===== config.mk =====
export PLATFORM = sky130hd
export DESIGN_NAME = row_span_sprite_decoder_top
export DESIGN_NICKNAME = d
export VERILOG_FILES = /design/src/rssd_pkg.sv /design/src/rssd_front.sv /design/src/rssd_fifo.sv /design/src/rssd_back.sv /design/src/row_span_sprite_decoder_top.sv
export SDC_FILE = /design/constraint.sdc
export NUM_CORES = 1
export LEC_CHECK = 0
export BUFFER_PORTS_ARGS = -buffer_cell sky130_fd_sc_hd__buf_2
export CORE_MARGIN = 4
export CORE_UTILIZATION = 45
export DETAILED_ROUTE_END_ITERATION = 8
export PLACE_DENSITY = 0.69
export SLEW_MARGIN = 20
export SYNTH_ARGS = -nofsm -noshare
export SYNTH_HDL_FRONTEND = slang
export SYNTH_SLANG_ARGS = --single-unit

===== constraint.sdc =====
create_clock -name aclk -period 10.1 [get_ports aclk]
set_input_delay 2.02 -clock aclk [delete_from_list [all_inputs] [get_ports aclk]]
set_output_delay 2.02 -clock aclk [all_outputs]
set_load 0.005 [all_outputs]

===== src/rssd_pkg.sv =====
package rssd_pkg;

    localparam logic [15:0] KEY_BLUE   = 16'h001F;
    localparam logic [15:0] KEY_GREEN  = 16'h07C0;
    localparam logic [15:0] EMPTY_LAST = 16'hFFFF;

    // Clears the low two bits after adding three: width rounded up to a multiple of 4.
    localparam logic [15:0] WIDTH_MASK = 16'hFFFC;
    localparam logic [15:0] WIDTH_PAD  = 16'd3;

    localparam int FIFO_DEPTH_DEF = 4;

    localparam int PADDR_W = 3;
    localparam int PDATA_W = 32;

    // Register select is paddr[2].
    localparam logic REG_RAW_WIDTH = 1'b0;
    localparam logic REG_ROW_COUNT = 1'b1;

    typedef enum logic [1:0] {
        STAT_RUN   = 2'd0,
        STAT_DONE  = 2'd1,
        STAT_TRUNC = 2'd2
    } status_t;

    typedef struct packed {
        logic          write_enable;
        logic [16:0]   pixel_index;
        logic [15:0]   pixel_colour;
        status_t       status;
    } rssd_result_t;

endpackage


===== src/rssd_front.sv =====
module rssd_front (
    input  logic                  aclk,
    input  logic                  aresetn,
    input  logic                  in_valid,
    output logic                  in_ready,
    input  logic [15:0]           in_data_word,
    input  logic                  in_end_of_data,
    input  logic [15:0]           raw_width,
    input  logic [15:0]           row_count,
    input  logic                  q_full,
    output logic                  q_push,
    output rssd_pkg::rssd_result_t q_data
);
    import rssd_pkg::*;

    typedef enum logic [2:0] {
        PH_TRANS = 3'b001,
        PH_LAST  = 3'b010,
        PH_PIXEL = 3'b100
    } phase_t;

    phase_t       phase_reg, phase_next;
    logic [15:0]  row_reg, row_next;
    logic [15:0]  base_reg, base_next;
    logic [16:0]  col_reg, col_next;
    logic [16:0]  left_reg, left_next;
    logic [15:0]  trans_reg, trans_next;

    logic         accept;
    logic         active;
    logic         finish;
    logic         we;
    logic [15:0]  eff_w;
    logic [16:0]  last_plus1;
    logic [16:0]  left_dec;
    logic         bad_hdr;

    assign in_ready   = !q_full;
    assign accept     = in_valid && in_ready;
    assign active     = row_reg < row_count;
    assign eff_w      = (raw_width + WIDTH_PAD) & WIDTH_MASK;
    assign last_plus1 = {1'b0, in_data_word} + 17'd1;
    assign left_dec   = left_reg - 17'd1;
    assign bad_hdr    = ((trans_reg == 16'd0) && (in_data_word == EMPTY_LAST))
                     || (trans_reg > eff_w)
                     || (trans_reg > in_data_word)
                     || (last_plus1 > {1'b0, eff_w});

    always_comb begin
        phase_next = phase_reg;
        row_next   = row_reg;
        base_next  = base_reg;
        col_next   = col_reg;
        left_next  = left_reg;
        trans_next = trans_reg;
        finish     = 1'b0;
        we         = 1'b0;
        if (accept && active) begin
            unique case (phase_reg)
                PH_LAST: begin
                    if (bad_hdr) begin
                        finish = 1'b1;
                    end else begin
                        col_next   = {1'b0, trans_reg};
                        left_next  = last_plus1 - {1'b0, trans_reg};
                        phase_next = PH_PIXEL;
                    end
                end
                PH_PIXEL: begin
                    we        = (in_data_word != KEY_BLUE) && (in_data_word != KEY_GREEN);
                    col_next  = col_reg + 17'd1;
                    left_next = left_dec;
                    finish    = (left_dec == 17'd0);
                end
                default: begin
                    trans_next = in_data_word;
                    phase_next = PH_LAST;
                end
            endcase
            if (finish) begin
                row_next   = row_reg + 16'd1;
                base_next  = base_reg + eff_w;
                phase_next = PH_TRANS;
                col_next   = '0;
                left_next  = '0;
            end
        end
        if (accept && in_end_of_data) begin
            phase_next = PH_TRANS;
            row_next   = '0;
            base_next  = '0;
            col_next   = '0;
            left_next  = '0;
            trans_next = '0;
        end
    end

    // Status looks at the row count after this beat's row has closed.
    always_comb begin
        q_push              = accept && (we || in_end_of_data);
        q_data.write_enable = we;
        q_data.pixel_index  = we ? ({1'b0, base_reg} + col_reg) : 17'd0;
        q_data.pixel_colour = we ? in_data_word : 16'd0;
        if (!in_end_of_data) begin
            q_data.status = STAT_RUN;
        end else if (accept && active && finish) begin
            q_data.status = ((row_reg + 16'd1) >= row_count) ? STAT_DONE : STAT_TRUNC;
        end else begin
            q_data.status = active ? STAT_TRUNC : STAT_DONE;
        end
    end

    always_ff @(posedge aclk) begin
        if (!aresetn) begin
            phase_reg <= PH_TRANS;
            row_reg   <= '0;
            base_reg  <= '0;
            col_reg   <= '0;
            left_reg  <= '0;
            trans_reg <= '0;
        end else begin
            phase_reg <= phase_next;
            row_reg   <= row_next;
            base_reg  <= base_next;
            col_reg   <= col_next;
            left_reg  <= left_next;
            trans_reg <= trans_next;
        end
    end

endmodule


===== src/rssd_fifo.sv =====
module rssd_fifo #(
    parameter int DEPTH = rssd_pkg::FIFO_DEPTH_DEF
) (
    input  logic                   aclk,
    input  logic                   aresetn,
    input  logic                   push,
    input  rssd_pkg::rssd_result_t push_data,
    output logic                   full,
    input  logic                   pop,
    output logic                   not_empty,
    output rssd_pkg::rssd_result_t pop_data
);
    import rssd_pkg::*;

    localparam int PTR_W = (DEPTH > 1) ? $clog2(DEPTH) : 1;
    localparam int CNT_W = $clog2(DEPTH + 1);
    localparam logic [PTR_W-1:0] LAST_PTR = PTR_W'(DEPTH - 1);
    localparam logic [CNT_W-1:0] FULL_CNT = CNT_W'(DEPTH);

    rssd_result_t      mem [DEPTH];
    logic [PTR_W-1:0]  wr_ptr_reg, wr_ptr_next;
    logic [PTR_W-1:0]  rd_ptr_reg, rd_ptr_next;
    logic [CNT_W-1:0]  cnt_reg, cnt_next;
    logic              do_push, do_pop;

    assign full      = (cnt_reg == FULL_CNT);
    assign not_empty = (cnt_reg != '0);
    assign do_push   = push && !full;
    assign do_pop    = pop && not_empty;
    assign pop_data  = mem[rd_ptr_reg];

    always_comb begin
        wr_ptr_next = wr_ptr_reg;
        rd_ptr_next = rd_ptr_reg;
        cnt_next    = cnt_reg;
        if (do_push) begin
            wr_ptr_next = (wr_ptr_reg == LAST_PTR) ? '0 : wr_ptr_reg + 1'b1;
        end
        if (do_pop) begin
            rd_ptr_next = (rd_ptr_reg == LAST_PTR) ? '0 : rd_ptr_reg + 1'b1;
        end
        if (do_push && !do_pop) begin
            cnt_next = cnt_reg + 1'b1;
        end else if (do_pop && !do_push) begin
            cnt_next = cnt_reg - 1'b1;
        end
    end

    always_ff @(posedge aclk) begin
        if (do_push) begin
            mem[wr_ptr_reg] <= push_data;
        end
    end

    always_ff @(posedge aclk) begin
        if (!aresetn) begin
            wr_ptr_reg <= '0;
            rd_ptr_reg <= '0;
            cnt_reg    <= '0;
        end else begin
            wr_ptr_reg <= wr_ptr_next;
            rd_ptr_reg <= rd_ptr_next;
            cnt_reg    <= cnt_next;
        end
    end

`ifndef ASSERT_OFF
    a_cnt_bound: assert property (@(posedge aclk) disable iff (!aresetn)
        cnt_reg <= FULL_CNT)
        else $error("queue count above depth");
    a_no_overflow: assert property (@(posedge aclk) disable iff (!aresetn)
        full |-> !push)
        else $error("push into full queue");
    a_no_underflow: assert property (@(posedge aclk) disable iff (!aresetn)
        !not_empty |-> !pop)
        else $error("pop from empty queue");
    a_cnt_track: assert property (@(posedge aclk) disable iff (!aresetn)
        (do_push && !do_pop) |=> (cnt_reg == $past(cnt_reg) + 1'b1))
        else $error("queue count missed a push");
`endif

endmodule


===== src/rssd_back.sv =====
module rssd_back (
    input  logic                   aclk,
    input  logic                   aresetn,
    input  logic                   q_not_empty,
    input  rssd_pkg::rssd_result_t q_data,
    output logic                   q_pop,
    output logic                   out_valid,
    input  logic                   out_ready,
    output rssd_pkg::rssd_result_t out_data
);
    import rssd_pkg::*;

    logic         valid_reg, valid_next;
    rssd_result_t data_reg;

    assign q_pop      = q_not_empty && (!valid_reg || out_ready);
    assign valid_next = q_pop || (valid_reg && !out_ready);
    assign out_valid  = valid_reg;
    assign out_data   = data_reg;

    always_ff @(posedge aclk) begin
        if (!aresetn) begin
            valid_reg <= 1'b0;
        end else begin
            valid_reg <= valid_next;
        end
    end

    always_ff @(posedge aclk) begin
        if (q_pop) begin
            data_reg <= q_data;
        end
    end

endmodule


===== src/row_span_sprite_decoder_top.sv =====
// Channel   | Handshake               | Payload
// ----------+-------------------------+------------------------------------------------
// s_ (in)   | s_valid / s_ready       | s_data_word[15:0], s_end_of_data
// m_ (out)  | m_valid / m_ready       | m_write_enable, m_pixel_index[16:0],
//           |                         | m_pixel_colour[15:0], m_status[1:0]
// APB cfg   | psel/penable/pwrite     | paddr[2:0], pwdata[31:0], prdata[31:0], pready
//
// One beat per cycle unless the queue is full; results are queued, then registered out.
// Front decodes each word as it is accepted (header checks, counters, row base add).
// Reset (aresetn low, synchronous) clears row state, config, queue and output valid.
// s_ready drops only while the result queue is full; output stalls fill the queue.
// Beats that raise no pixel write and no end marker produce no result.
module row_span_sprite_decoder_top #(
    parameter int FIFO_DEPTH = rssd_pkg::FIFO_DEPTH_DEF
) (
    input  logic                          aclk,
    input  logic                          aresetn,
    // input stream
    input  logic                          s_valid,
    output logic                          s_ready,
    input  logic [15:0]                   s_data_word,
    input  logic                          s_end_of_data,
    // result stream
    output logic                          m_valid,
    input  logic                          m_ready,
    output logic                          m_write_enable,
    output logic [16:0]                   m_pixel_index,
    output logic [15:0]                   m_pixel_colour,
    output logic [1:0]                    m_status,
    // configuration
    input  logic                          psel,
    input  logic                          penable,
    input  logic                          pwrite,
    input  logic [rssd_pkg::PADDR_W-1:0]  paddr,
    input  logic [rssd_pkg::PDATA_W-1:0]  pwdata,
    output logic [rssd_pkg::PDATA_W-1:0]  prdata,
    output logic                          pready
);
    import rssd_pkg::*;

    logic [15:0]   raw_width_reg;
    logic [15:0]   row_count_reg;
    logic          cfg_wr;

    logic          q_push, q_full, q_pop, q_not_empty;
    rssd_result_t  q_in, q_out, m_data;

    // Config registers: word select on paddr[2], low address bits ignored.
    assign pready = 1'b1;
    assign cfg_wr = psel && penable && pwrite;

    always_ff @(posedge aclk) begin
        if (!aresetn) begin
            raw_width_reg <= '0;
            row_count_reg <= '0;
        end else if (cfg_wr) begin
            unique case (paddr[2])
                REG_RAW_WIDTH: raw_width_reg <= pwdata[15:0];
                REG_ROW_COUNT: row_count_reg <= pwdata[15:0];
                default: ;
            endcase
        end
    end

    always_comb begin
        unique case (paddr[2])
            REG_RAW_WIDTH: prdata = {16'd0, raw_width_reg};
            REG_ROW_COUNT: prdata = {16'd0, row_count_reg};
            default:       prdata = '0;
        endcase
    end

    // Front: per-word decode and row bookkeeping.
    rssd_front u_front (
        .aclk           (aclk),
        .aresetn        (aresetn),
        .in_valid       (s_valid),
        .in_ready       (s_ready),
        .in_data_word   (s_data_word),
        .in_end_of_data (s_end_of_data),
        .raw_width      (raw_width_reg),
        .row_count      (row_count_reg),
        .q_full         (q_full),
        .q_push         (q_push),
        .q_data         (q_in)
    );

    // Result queue decouples the decoder from output backpressure.
    rssd_fifo #(
        .DEPTH (FIFO_DEPTH)
    ) u_fifo (
        .aclk      (aclk),
        .aresetn   (aresetn),
        .push      (q_push),
        .push_data (q_in),
        .full      (q_full),
        .pop       (q_pop),
        .not_empty (q_not_empty),
        .pop_data  (q_out)
    );

    // Back: registered output stage.
    rssd_back u_back (
        .aclk        (aclk),
        .aresetn     (aresetn),
        .q_not_empty (q_not_empty),
        .q_data      (q_out),
        .q_pop       (q_pop),
        .out_valid   (m_valid),
        .out_ready   (m_ready),
        .out_data    (m_data)
    );

    assign m_write_enable = m_data.write_enable;
    assign m_pixel_index  = m_data.pixel_index;
    assign m_pixel_colour = m_data.pixel_colour;
    assign m_status       = m_data.status;

endmodule


**Word level (Yosys, flattened, before mapping)**

Memories as Yosys holds them, arrays and structs flattened. A register that Yosys moved wholly into a read port is not among the register bits.
Cells that the tools add are included.

- Equality and inequality tests: 10
- Reductions and logical operators: 39
- Order comparisons: 5
- Bitwise operators: 3
- Multiplexer cells: 28
- $add $sub $neg: 12

Operators by type and width:

| kind | number |
|---|---|
| $mux 17 | 5 |
| $pmux 17 s2 | 2 |
| $pmux 32 s2 | 1 |
| $gt 16x16->1 | 2 |
| $add 16x1->17 const B | 1 |
| $add 16x17->17 | 1 |
| $add 17x1->17 const B | 1 |
| $gt 17x16->1 | 1 |
| $logic_not 17->1 | 1 |
| $sub 17x1->17 const B | 1 |
| $sub 17x16->17 | 1 |
| $add 16x1->16 const B | 1 |
| $add 16x16->16 | 1 |
| $add 16x2->16 const B | 1 |
| $eq 16x16->1 const B | 1 |
| $ge 16x16->1 | 1 |
| $logic_not 16->1 | 1 |
| $lt 16x16->1 | 1 |
| $mux 16 | 1 |
| $ne 16x11->1 const B | 1 |
| $ne 16x5->1 const B | 1 |
| $logic_and 1x1->1 | 15 |
| $mux 2 | 6 |
| $mux 3 | 4 |
| other kinds (19) | 45 |

- Bits in writable memories: 144
- Output and inout bits: 71
- Register bits after elaboration: 125
- Memories: 1

Memories:

| name | words | width | read ports | clocked after memory_dff | wr ports | RTL line | RTL |
|---|---|---|---|---|---|---|---|
| u_fifo.mem | 4 | 36 | 1 | 1 | 1 | rssd_fifo.sv:20 | `rssd_result_t mem [DEPTH];` |

**Depth between registers and ports, before layout**

Gate-level depths: netlist of the first run.

- Depth after elaboration: 12
- Gate-level depth with buffers: 19
- Mapped depth without buffers: 18

**Modules after synthesis**

Synthesis of the first run repeated with hierarchy kept, for this count alone.

- Cells, all modules: 1,564
- Area, all modules: 17,058.9 µm²

By module, submodules not included:

| module | cells an instance | area each (µm²) | times used |
|---|---|---|---|
| rssd_front | 1,126 | 8,618.3 | 1 |
| rssd_fifo | 239 | 5,730.5 | 1 |
| row_span_sprite_decoder_top | 159 | 1,581.5 | 1 |
| rssd_back | 40 | 1,128.6 | 1 |

**Least setup slack after synthesis of the first run**

No wires, ideal clock.

- Path kind: in2reg
- Start: input port m_ready
- End: register u_fifo.cnt_reg[2]
- Cell stages on the path: 9
- Arrival time: 5.268 ns
- Path slack: 4.756 ns
- Required time: 10.024 ns
- Buffers on the path: 0
- Path through: inv_1 -> a21oi_1 -> inv_1 -> ha_1 -> inv_1 -> fa_1 -> xor2_1 -> or3_1 -> a21boi_0

- Cells in the longest elaborated chain, start to end: 6
- Elaborated cells between the ends (all ways): 8
- Those cells by class: mux: 1; reduce/logical: 7

RTL lines:

| element | RTL line | RTL |
|---|---|---|
| from (decl) | row_span_sprite_decoder_top.sv:25 | `input logic m_ready,` |
| $logic_or 1x1->1 (*) | rssd_back.sv:16 | `assign q_pop = q_not_empty && (!valid_reg \|\| out_ready);` |
| $logic_and 1x1->1 (*) | rssd_back.sv:16 |  |
| net q_pop | row_span_sprite_decoder_top.sv:45 | `logic q_push, q_full, q_pop, q_not_empty;` |
| $logic_and 1x1->1 (*) | rssd_fifo.sv:29 | `assign do_pop = pop && not_empty;` |
| $logic_not 1->1 | rssd_fifo.sv:42 | `if (do_push && !do_pop) begin` |
| $logic_and 1x1->1 | rssd_fifo.sv:42 |  |
| $mux 3 / $reduce_bool 2->1 (equally long branches) | -- |  |
| to (signal assigned) | rssd_fifo.sv:63 | `cnt_reg <= cnt_next;` |
| to (decl) | rssd_fifo.sv:23 | `logic [CNT_W-1:0] cnt_reg, cnt_next;` |

Mark *: on every way through the listed nets, which the timed path passes. The rest lies on a longest branch.
A chain may end at the register's enable or synchronous reset.

==> flow_metrics.py, run 1 <==
metrics = {
    "cells_and_area": {
        "final_util": 0.5114,
        "largest_reg_flops": 144,
        "final_cells": 2245,
        "area_delta_synth_final_pct": 12.42,
        "antenna_cells": 0,
        "drive_gt1_frac": 0.1413,
        "nNetsFinal": 1904,
        "top_register": "u_fifo.mem",
    },
    "logic_synthesis": {
        "synthSimpleGateAreaFrac": 0.1525,
        "yosysTopAreaCell": "edfxtp_1",
        "synth_area_leaders": "edfxtp_1 (32%), dfxtp_1 (14%), ha_1 (9.5%)",
        "yosysWarnings": 0,
        "yosysUniqueCellTypes": 84,
        "synth_most_common_cell": "edfxtp_1",
        "yosysTopAreaCellShare": 0.3170,
        "synth_xor_xnor_area_share": 0.04498,
        "synthAdderAreaFrac": 0.09993,
        "ys.flop_type": "edfxtp_1",
        "ys_seq_area_frac": 0.4614,
        "synth_area_per_cell_um2": 10.48,
        "synth_edf_count": 180,
        "synth_top_family_by_area": "simple AND/OR/NAND/NOR gates",
        "synth_seq_cells": 303,
        "synth-compound-area-share": 0.1252,
        "synthCells": 1627,
        "synth.cell_area_um2": 17050,
        "synth_commonest_cells": "edfxtp_1 (180), nand2_1 (159), ha_1 (129)",
        "async_reset_ff_frac": 0,
        "muxShareOfSynthArea": 0.07447,
    },
    "cts": {
        "ctsLongestPathBuffers": 3,
        "htree_levels": 2,
        "path_clk_slew_ns": 0.06,
        "cts_tree": "built",
        "post_cts_resized": 0,
        "cts_hold_buffers": 0,
        "cts_setup_buffers": 0,
        "cts.sinks": 303,
        "clk_latency_ns": 0.53,
        "cts-root-buf": "clkbuf_16",
        "cts_buffers": 34,
    },
    "power_and_ir_drop": {
        "power_leakage_nw": 7.329,
        "total_power_mw": 3.454,
        "swShare": 0.2648,
        "power_density_nw_per_um2": 180.2,
        "p_clk_frac": 0.367,
        "p_int_mw": 2.540,
        "ir_drop_v": 0.0001251,
        "seq_power_share": 0.440,
        "comb_power_share": 0.193,
        "p_switching_mw": 0.9147,
    },
    "timing": {
        "finalHoldViolCount": 0,
        "finalMaxSlewViolations": 0,
        "tns_ns": 0,
        "fin_crit_sh": 0.5537,
        "worst_slack_ns": 4.507,
        "period_needed_ns": 5.593,
        "relSlewSlack": 0.2618,
        "rsz0062_at_grt": "no",
        "worstMarginPinSlew_ns": 1.103,
        "timing.fmax_mhz": 178.8,
        "fin_worst_skew_ns": 0.02525,
        "setup_viol": 0,
    },
    "floorplan": {
        "io_pins": 130,
        "die_w_um": 202.7,
        "fp.dieH_um": 202.7,
        "placementRows": 71,
        "fp.coreArea_um2": 37490,
        "die_area_um2": 41070,
        "initial_core_util": 0.4549,
    },
    "global_route": {
        "antenna_found_initial": 0,
        "grt_usage": 0.1962,
        "grt_pass1_vias": 12150,
        "grt_pass1_wl_um": 65450,
        "gr-total-overflow": 0,
        "grt_max_degree": 67,
    },
    "routing": {
        "dr_total_vias": 12460,
        "via_per_inst": 5.548,
        "first_pass_iters": 5,
        "drc": 0,
        "ant_nets": 0,
        "drt-wirelength-per-cell_um": 18.18,
        "drt_iter0_drc": 967,
        "routed_wl_um": 40820,
    },
    "setup_path": {
        "critPathRequiredTime_ns": 10.35,
        "rr_worst_depth": 15,
        "cp_cell_sequence": "buf_2 > ha_1 > nand4_1 > or2_2 > xnor2_1 > ha_1 > nand3_1 > o21bai_1 > a31oi_1 > o21ai_0 > a21oi_1 > o211a_1 > o31a_1 > a21oi_1 > and2_1",
        "rr_endpoint": "u_fifo.mem[3][1]$_DFFE_PP_",
        "cp_max_fo": 15,
        "start_kind": "input port",
        "arrival_ns": 5.84,
        "reg2reg_from": "raw_width_reg[5]$_SDFFE_PN0P_",
        "r2r_setup_slack_ns": 4.93,
        "critical_path_class": "input port to flip-flop",
        "worst_path_largest_cell_delay_ns": 0.64,
        "critPathSlowestCell": "o31a_1",
        "end_kind": "flip-flop",
    },
    "run": {
        "drv_cap": 0,
    },
    "placed_design": {
        "dp.cells": 2187,
        "gp_congestion": 0.9114,
        "dp_hpwl_um": 29160,
        "preCtsSetupSlack_ns": 3.964,
        "port_buffers": 94,
    },
    "worst_hold_path": {
        "hold_path.class": "flip-flop to flip-flop",
        "worstHoldStart": "raw_width_reg[8]$_SDFFE_PN0P_",
        "hold_depth": 2,
        "hold_end": "raw_width_reg[8]$_SDFFE_PN0P_",
    },
    "run_status": {
        "status": "completed",
    },
}
worst max-delay path by stage:
stage / from / end / slack [ns] / depth (start not counted)
2_1_floorplan: m_ready / u_fifo.cnt_reg[2]$_SDFFE_PN0P_ / 4.76 / 9
3_3_place_gp: s_data_word[0] / u_fifo.mem[0][1]$_DFFE_PP_ / 4.03 / 15
3_5_place_dp: s_data_word[0] / u_fifo.cnt_reg[2]$_SDFFE_PN0P_ / 3.96 / 16
4_1_cts: s_data_word[0] / u_fifo.cnt_reg[2]$_SDFFE_PN0P_ / 4.53 / 16
5_1_grt: s_data_word[0] / u_fifo.cnt_reg[2]$_SDFFE_PN0P_ / 4.16 / 16
6_report: s_data_word[0] / u_fifo.mem[3][1]$_DFFE_PP_ / 4.51 / 15
power by group through the flow:
stage | Clock, mW | Combinational, mW | Sequential [mW]
after floorplan | 0 | 0.442 | 1.55
after global placement | 0 | 0.665 | 1.55
after detailed placement | 0 | 0.678 | 1.55
after CTS | 1.30 | 0.682 | 1.52
after global routing | 1.35 | 0.745 | 1.53
final | 1.27 | 0.667 | 1.52
cells in the final DEF (no fill, tap or decap), drive strengths merged, types with 29 or more instances in the layout:
cell type  synthesis  layout
a21oi             85      85
o21ai             71      71
xnor2             64      64
clkbuf            45      42
buf               29     108
nor3              34      34
inv               90      92
a21boi            36      36
edfxtp           180     180
dfxtp            123     123
nand2            159     159
ha               129     129
nor2             125     125
nand3             50      50
mux4              36      36
mux2i             29      29
critical path: cells and delay by family:
family	cells	cell delay (ns)
AOI/OAI and AO/OA	7	1.90
and+or+nand+nor	4	0.93
adders and majority gates	2	0.46
xor gates and xnor gates	1	0.32
buffers and inverters	1	0.21
layout make-up:
class	count	area (um2)
fill	3378	18320
clock inverter	16	221.5
clock buffer	42	910.9
multi-input combinational	1174	8613
inverter	91	341.6
tap	511	639.4
timing repair buffer	108	575.6
sequential	303	7869
through the flow:
stage	area [um2]	hold slack, ns
after detailed placement	18030	0.4599
after global routing	19170	0.4961
after floorplan	17110	0.4435
final	19170	0.4655
after global placement	18030	0.4528
after CTS	19170	0.4674
layer usage:
| metal | track usage | vias up | part of all wire | wire [um] |
|---|---|---|---|---|
| met5 | 0 | - | 0 | 0 |
| met2 | 0.3249 | 296 | 0.47 | 19060 |
| met3 | 0.02843 | 69 | 0.051 | 2076 |
| li1 | - | 6087 | - | - |
| met1 | 0.2665 | 6003 | 0.45 | 18370 |
| met4 | 0.06693 | 0 | 0.032 | 1308 |
kinds of logic (layout without fill, tap and decap cells):
family / Yosys count / after routing
adders and majority gates: 134 / 134
other: 2 / 17
buffers and inverters: 165 / 257
xor gates and xnor gates: 86 / 86
DFF: 303 / 303
muxes: 80 / 80
and+or+nand+nor: 531 / 531
AOI/OAI and AO/OA: 326 / 326
Note: power is estimated with default switching activity, not from simulation.
==> inputs of run 2 (changes only) <==
--- a/config.mk
+++ b/config.mk
@@ -9,7 +9,7 @@
 export CORE_MARGIN = 4
 export CORE_UTILIZATION = 45
 export DETAILED_ROUTE_END_ITERATION = 8
-export PLACE_DENSITY = 0.69
+export PLACE_DENSITY = 0.71
 export SLEW_MARGIN = 20
 export SYNTH_ARGS = -nofsm -noshare
 export SYNTH_HDL_FRONTEND = slang
==> constraint.sdc (replaced) <==
create_clock -name aclk -period 4.63 [get_ports aclk]
set_input_delay 0.926 -clock aclk [delete_from_list [all_inputs] [get_ports aclk]]
set_output_delay 0.926 -clock aclk [all_outputs]
set_load 0.005 [all_outputs]
==> run 2 against run 1 <==
Effect of this change:
- utilization grew 0.64 points
- via count grew 1.6%
- critical path depth shrank 1
- register-to-register slack lost 4.6 ns
- first-iteration DRC count grew 3.1%
- clock-buffer cell count is the same
- clock skew grew 0.0023 ns
- clock power grew 120%
- non-clock buffer count grew 24
- largest power group unchanged
==> flow_metrics.py, run 2 (synthesis gave the netlist of run 1 again) <==
metrics = {
    "run_status": {
        "status": "completed",
    },
    "power_and_ir_drop": {
        "seq_power_share": 0.438,
        "total_power_mw": 7.595,
        "power_density_nw_per_um2": 391.3,
        "power_leakage_nw": 7.476,
        "swShare": 0.2690,
        "p_switching_mw": 2.043,
        "p_clk_frac": 0.366,
        "p_int_mw": 5.552,
        "comb_power_share": 0.196,
        "ir_drop_v": 0.0002185,
    },
    "routing": {
        "drt_iter0_drc": 997,
        "ant_nets": 0,
        "met1_length_um": 18140,
        "first_pass_iters": 5,
        "wl_met3_um": 2689,
        "top_layer": "met4",
        "via_per_inst": 5.570,
        "wl_met2_um": 19380,
        "dr_total_vias": 12650,
        "drt-wirelength-per-cell_um": 18.25,
        "routed_wl_um": 41440,
        "drc": 0,
    },
    "global_route": {
        "gr-total-overflow": 0,
        "grt_max_degree": 42,
        "grt_pass1_wl_um": 66230,
        "grt_pass1_vias": 12260,
        "antenna_found_initial": 0,
        "grt_usage": 0.1991,
    },
    "timing": {
        "fin_worst_skew_ns": 0.02753,
        "worstMarginPinSlew_ns": 0.7672,
        "period_needed_ns": 4.305,
        "relSlewSlack": 0.4867,
        "timing.fmax_mhz": 232.3,
        "timing.hold.ws_ns": 0.4713,
        "worst_slack_ns": 0.3245,
        "finalHoldViolCount": 0,
        "fin_crit_sh": 0.9299,
        "finalMaxSlewViolations": 0,
        "tns_ns": 0,
        "setup_viol": 0,
    },
    "cells_and_area": {
        "largest_reg_flops": 144,
        "mostFrequentLayoutCells": "edfxtp_1 (180), nand2_1 (158), ha_1 (129), dfxtp_1 (122), nor2_1 (121)",
        "nNetsFinal": 1929,
        "top_register": "u_fifo.mem",
        "drive_gt1_frac": 0.1580,
        "final_common_cell": "edfxtp_1",
        "final_util": 0.5178,
        "area_delta_synth_final_pct": 13.83,
        "final_cells": 2271,
        "post-route-cell-area_um2": 19410,
        "antenna_cells": 0,
    },
    "cts": {
        "post_cts_resized": 0,
        "cts_buffers": 35,
        "clk_latency_ns": 0.53,
        "htree_levels": 2,
        "path_clk_slew_ns": 0.06,
        "cts-root-buf": "clkbuf_16",
        "cts.sinks": 303,
        "cts_tree": "built",
        "cts_setup_buffers": 0,
        "cts_hold_buffers": 0,
        "ctsLongestPathBuffers": 3,
    },
    "setup_path": {
        "start_kind": "flip-flop",
        "critical_path_class": "flip-flop to flip-flop",
        "cp_max_fo": 5,
        "arrival_ns": 4.65,
        "end_kind": "flip-flop",
        "critPathRequiredTime_ns": 4.98,
    },
    "floorplan": {
        "die_w_um": 202.7,
        "fp.coreArea_um2": 37490,
        "io_pins": 130,
        "fp.dieH_um": 202.7,
        "initial_core_util": 0.4549,
        "die_area_um2": 41070,
        "placementRows": 71,
    },
    "run": {
        "drv_cap": 0,
    },
    "placed_design": {
        "dp.cells": 2210,
        "preCtsSetupSlack_ns": 0.1313,
        "port_buffers": 94,
        "gp_congestion": 0.9217,
        "place_area_um2": 18210,
        "dp_hpwl_um": 30070,
    },
    "worst_hold_path": {
        "hold_path.class": "flip-flop to flip-flop",
    },
}
## run 2: changes by cell type in the layout (fill, tap and decap cells not counted), moves of 2 or more
cell,previous run,this run
clkinv_4,0,4
clkinv_1,5,3
buf_4,14,36
clkbuf_1,5,2
clkbuf_16,34,36
bufinv_16,5,3
buf_12,0,2
## run 2: power by group through the flow
stage	Combinational (mW)	Sequential, mW	Clock [mW]
final	1.49	3.33	2.78
after global routing	1.65	3.36	2.96
after CTS	1.44	3.40	2.83
after detailed placement	1.43	3.45	0
after global placement	1.40	3.44	0
after floorplan	0.965	3.37	0
## run 2: final cells by class
| cell class | count | area, um2 |
|---|---|---|
| fillers | 3337 | 18080 |
| multi-input cells | 1174 | 8616 |
| flip-flops and latches | 303 | 7869 |
| clock buffers | 42 | 963.4 |
| repair buffers | 132 | 780.7 |
| well taps | 511 | 639.4 |
| inverters | 91 | 341.6 |
| clock inverters | 18 | 201.4 |
## run 2: metal layers
metal | global-route usage | vias up
met3 | 0.03674 | 89
met1 | 0.2725 | 6028
li1 | - | 6151
met5 | 0 | -
met2 | 0.3262 | 381
met4 | 0.05795 | 0
## run 2: path summary, 6_finish.rpt
kind                                                      start                       endpoint  slack [ns]  depth (start not counted)
worst max register to register  u_front.row_reg[0]$_SDFFE_PP0P_     u_fifo.mem[1][1]$_DFFE_PP_        0.32                         14
worst min-delay path              raw_width_reg[8]$_SDFFE_PN0P_  raw_width_reg[8]$_SDFFE_PN0P_        0.47                          2
worst max-delay path            u_front.row_reg[0]$_SDFFE_PP0P_     u_fifo.mem[1][1]$_DFFE_PP_        0.32                         14
worst min register to register    raw_width_reg[8]$_SDFFE_PN0P_  raw_width_reg[8]$_SDFFE_PN0P_        0.47                          2
## run 2: worst max-delay path, cell delays in order, from the launching register on
cell and delay [ns]:
dfxtp_1 0.42, ha_1 0.27, nand3_1 0.17, or2_2 0.38, or2_1 0.29, or2_2 0.35, or2_2 0.35, or2_1 0.28
xnor2_1 0.14, ha_1 0.29, a2111o_1 0.41, a21o_1 0.18, a31o_2 0.22, a21oi_2 0.18, and2_1 0.22
==> inputs of run 3 (changes only) <==
--- a/config.mk
+++ b/config.mk
@@ -10,6 +10,7 @@
 export CORE_UTILIZATION = 45
 export DETAILED_ROUTE_END_ITERATION = 8
 export PLACE_DENSITY = 0.71
+export RECOVER_POWER = 50
 export SLEW_MARGIN = 20
 export SYNTH_ARGS = -nofsm -noshare
 export SYNTH_HDL_FRONTEND = slang
==> run 3 against run 2 <==
Effect of this change:
- the flow now finishes with violations (capacitance limit, slew limit)
- worst setup slack better by 0.0048 ns
- combinational power about the same
- hold slack better by 0.0051 ns
- first-iteration DRC count down 7.0%
- sequential share of layout area up 0.14 points
- clock skew down 0.00093 ns
- flip-flop and latch count unchanged
- highest routed layer unchanged
==> flow_metrics.py, run 3 (synthesis gave the netlist of run 1 again) <==
metrics = {
    "run_status": {
        "status": "complete, but fails checks",
        "violations": "capacitance limit, slew limit",
    },
    "cts": {
        "path_clk_slew_ns": 0.06,
        "post_cts_resized": 0,
        "ctsLongestPathBuffers": 3,
        "cts.sinks": 303,
        "cts_buffers": 35,
        "cts-root-buf": "clkbuf_16",
        "cts_hold_buffers": 0,
        "cts_setup_buffers": 0,
        "htree_levels": 2,
        "cts_tree": "built",
        "clk_latency_ns": 0.53,
    },
    "run": {
        "drv_cap": 3,
    },
    "global_route": {
        "busiest_layer": "met2",
        "use_met2": 0.3262,
        "use_met3": 0.03674,
        "antenna_found_initial": 0,
        "grt_max_degree": 42,
        "grt_usage": 0.1991,
        "met1_usage": 0.2725,
        "gr-total-overflow": 0,
        "grt_pass1_vias": 12260,
        "grt_pass1_wl_um": 66230,
    },
    "timing": {
        "period_needed_ns": 4.301,
        "relSlewSlack": -0.4964,
        "worstMarginPinSlew_ns": 2.245,
        "fin_crit_sh": 0.9289,
        "tns_ns": 0,
        "fin_worst_skew_ns": 0.02660,
        "finalMaxSlewViolations": 117,
        "timing.hold.ws_ns": 0.4764,
        "finalHoldViolCount": 0,
        "timing.fmax_mhz": 232.5,
        "setup_viol": 0,
    },
    "placed_design": {
        "gp_congestion": 0.9217,
        "place_area_um2": 18210,
        "port_buffers": 94,
        "dp_hpwl_um": 30070,
    },
    "floorplan": {
        "fp.dieH_um": 202.7,
        "die_area_um2": 41070,
        "fp.coreArea_um2": 37490,
        "initial_core_util": 0.4549,
        "die_w_um": 202.7,
        "io_pins": 130,
        "placementRows": 71,
    },
    "setup_path": {
        "crit_family": "simple AND/OR/NAND/NOR gates",
        "arrival_ns": 4.65,
        "reg2reg_from": "u_front.row_reg[0]$_SDFFE_PP0P_",
        "rr_endpoint": "u_fifo.mem[1][1]$_DFFE_PP_",
        "path_buf_inv": 0,
        "start_kind": "flip-flop",
        "end_kind": "flip-flop",
        "critical_path_class": "flip-flop to flip-flop",
        "crit_path_frequent_cell": "or2_2",
        "cp_cell_sequence": "ha_1 > nand3_1 > or2_2 > or2_1 > or2_2 > or2_2 > or2_1 > xnor2_1 > ha_1 > a2111o_1 > a21o_1 > a31o_2 > a21oi_2 > and2_1",
        "rr_worst_depth": 14,
        "critPathRequiredTime_ns": 4.98,
        "critPathSlowestCell": "dfxtp_1",
        "worst_path_largest_cell_delay_ns": 0.42,
        "cp_max_fo": 5,
        "r2r_setup_slack_ns": 0.33,
    },
    "cells_and_area": {
        "drive_gt1_frac": 0.1341,
        "area_delta_synth_final_pct": 13.43,
        "top_register": "u_fifo.mem",
        "largest_reg_flops": 144,
        "mostFrequentLayoutCells": "edfxtp_1 (180), nand2_1 (158), ha_1 (129), nor2_1 (122), dfxtp_1 (122)",
        "post-route-cell-area_um2": 19340,
        "nNetsFinal": 1929,
        "final_common_cell": "edfxtp_1",
        "antenna_cells": 0,
        "num-fill-cells": 3352,
    },
    "routing": {
        "drt-wirelength-per-cell_um": 18.27,
        "ant_nets": 0,
        "via_per_inst": 5.599,
        "routed_wl_um": 41500,
        "dr_total_vias": 12720,
        "drt_iter0_drc": 927,
        "drc": 0,
        "first_pass_iters": 5,
    },
    "worst_hold_path": {
        "worstHoldStart": "raw_width_reg[8]$_SDFFE_PN0P_",
        "hold_path.class": "flip-flop to flip-flop",
        "hold_depth": 2,
        "hold_end": "raw_width_reg[8]$_SDFFE_PN0P_",
    },
    "power_and_ir_drop": {
        "ir_drop_v": 0.0002185,
        "power_density_nw_per_um2": 392.4,
        "power_leakage_nw": 7.356,
    },
}
-- run 3: cell count changes in the layout (fill, tap and decap cells not counted) --
cell      change
and2_0        +4
and2_1        -4
buf_2        -31
buf_4         -7
clkbuf_1     +38
mux2_1        +3
mux2_2        -3
nor2_1        +1
nor2_2        -1
-- run 3: area by class of cell --
cell class	count	area, um2	share of cell area
multi-input combinational	1174	8613	0.4453
sequential	303	7869	0.4068
clock buffer	42	963.4	0.04981
timing repair buffer	132	715.7	0.03700
tap	511	639.4	0.03305
inverter	91	341.6	0.01766
clock inverter	18	201.4	0.01041
-- run 3: metrics by stage --
step	setup slack, ns	cells	power (mW)	util
2_1_floorplan	0.007731	1642	4.339	-
3_3_place_gp	0.2260	2210	4.845	0.4858
4_1_cts	0.2094	2270	7.665	0.5169
5_1_grt	-0.006120	2271	7.969	0.5160
3_5_place_dp	0.1313	2210	4.884	0.4858
6_report	0.3294	2271	7.591	0.5160
-- run 3: worst max path at each step --
stage	depth (start not counted)	startpoint	slack [ns]	to
after detailed placement	14	s_data_word[1]	0.13	u_front.left_reg[16]$_SDFFE_PP0P_
after global placement	14	s_data_word[1]	0.23	u_front.left_reg[16]$_SDFFE_PP0P_
final	14	u_front.row_reg[0]$_SDFFE_PP0P_	0.33	u_fifo.mem[1][1]$_DFFE_PP_
after global routing	16	raw_width_reg[2]$_SDFFE_PN0P_	-0.006	u_front.left_reg[0]$_SDFFE_PP0P_
after floorplan	12	row_count_reg[13]$_SDFFE_PN0P_	0.008	u_fifo.mem[0][0]$_DFFE_PP_
after CTS	14	u_front.row_reg[0]$_SDFFE_PP0P_	0.21	u_fifo.mem[0][0]$_DFFE_PP_
-- run 3: per-layer routing --
layer	vias to the layer above	wire length (um)
met5	-	0
met4	0	1198
met3	83	2782
met2	368	19390
met1	6120	18130
li1	6145	-
-- run 3: worst min-delay path: cells and delay by family, from the launching register on --
family           cells  cell delay, ns
flip-flops           1            0.31
AND/OR/NAND/NOR      1            0.05
AO/OA/AOI/OAI        1            0.07
-- run 3: where the power goes --
group | switching (mW) | internal (mW)
Clock | 1.11 | 1.66
Sequential | 0.137 | 3.21
Combinational | 0.795 | 0.676
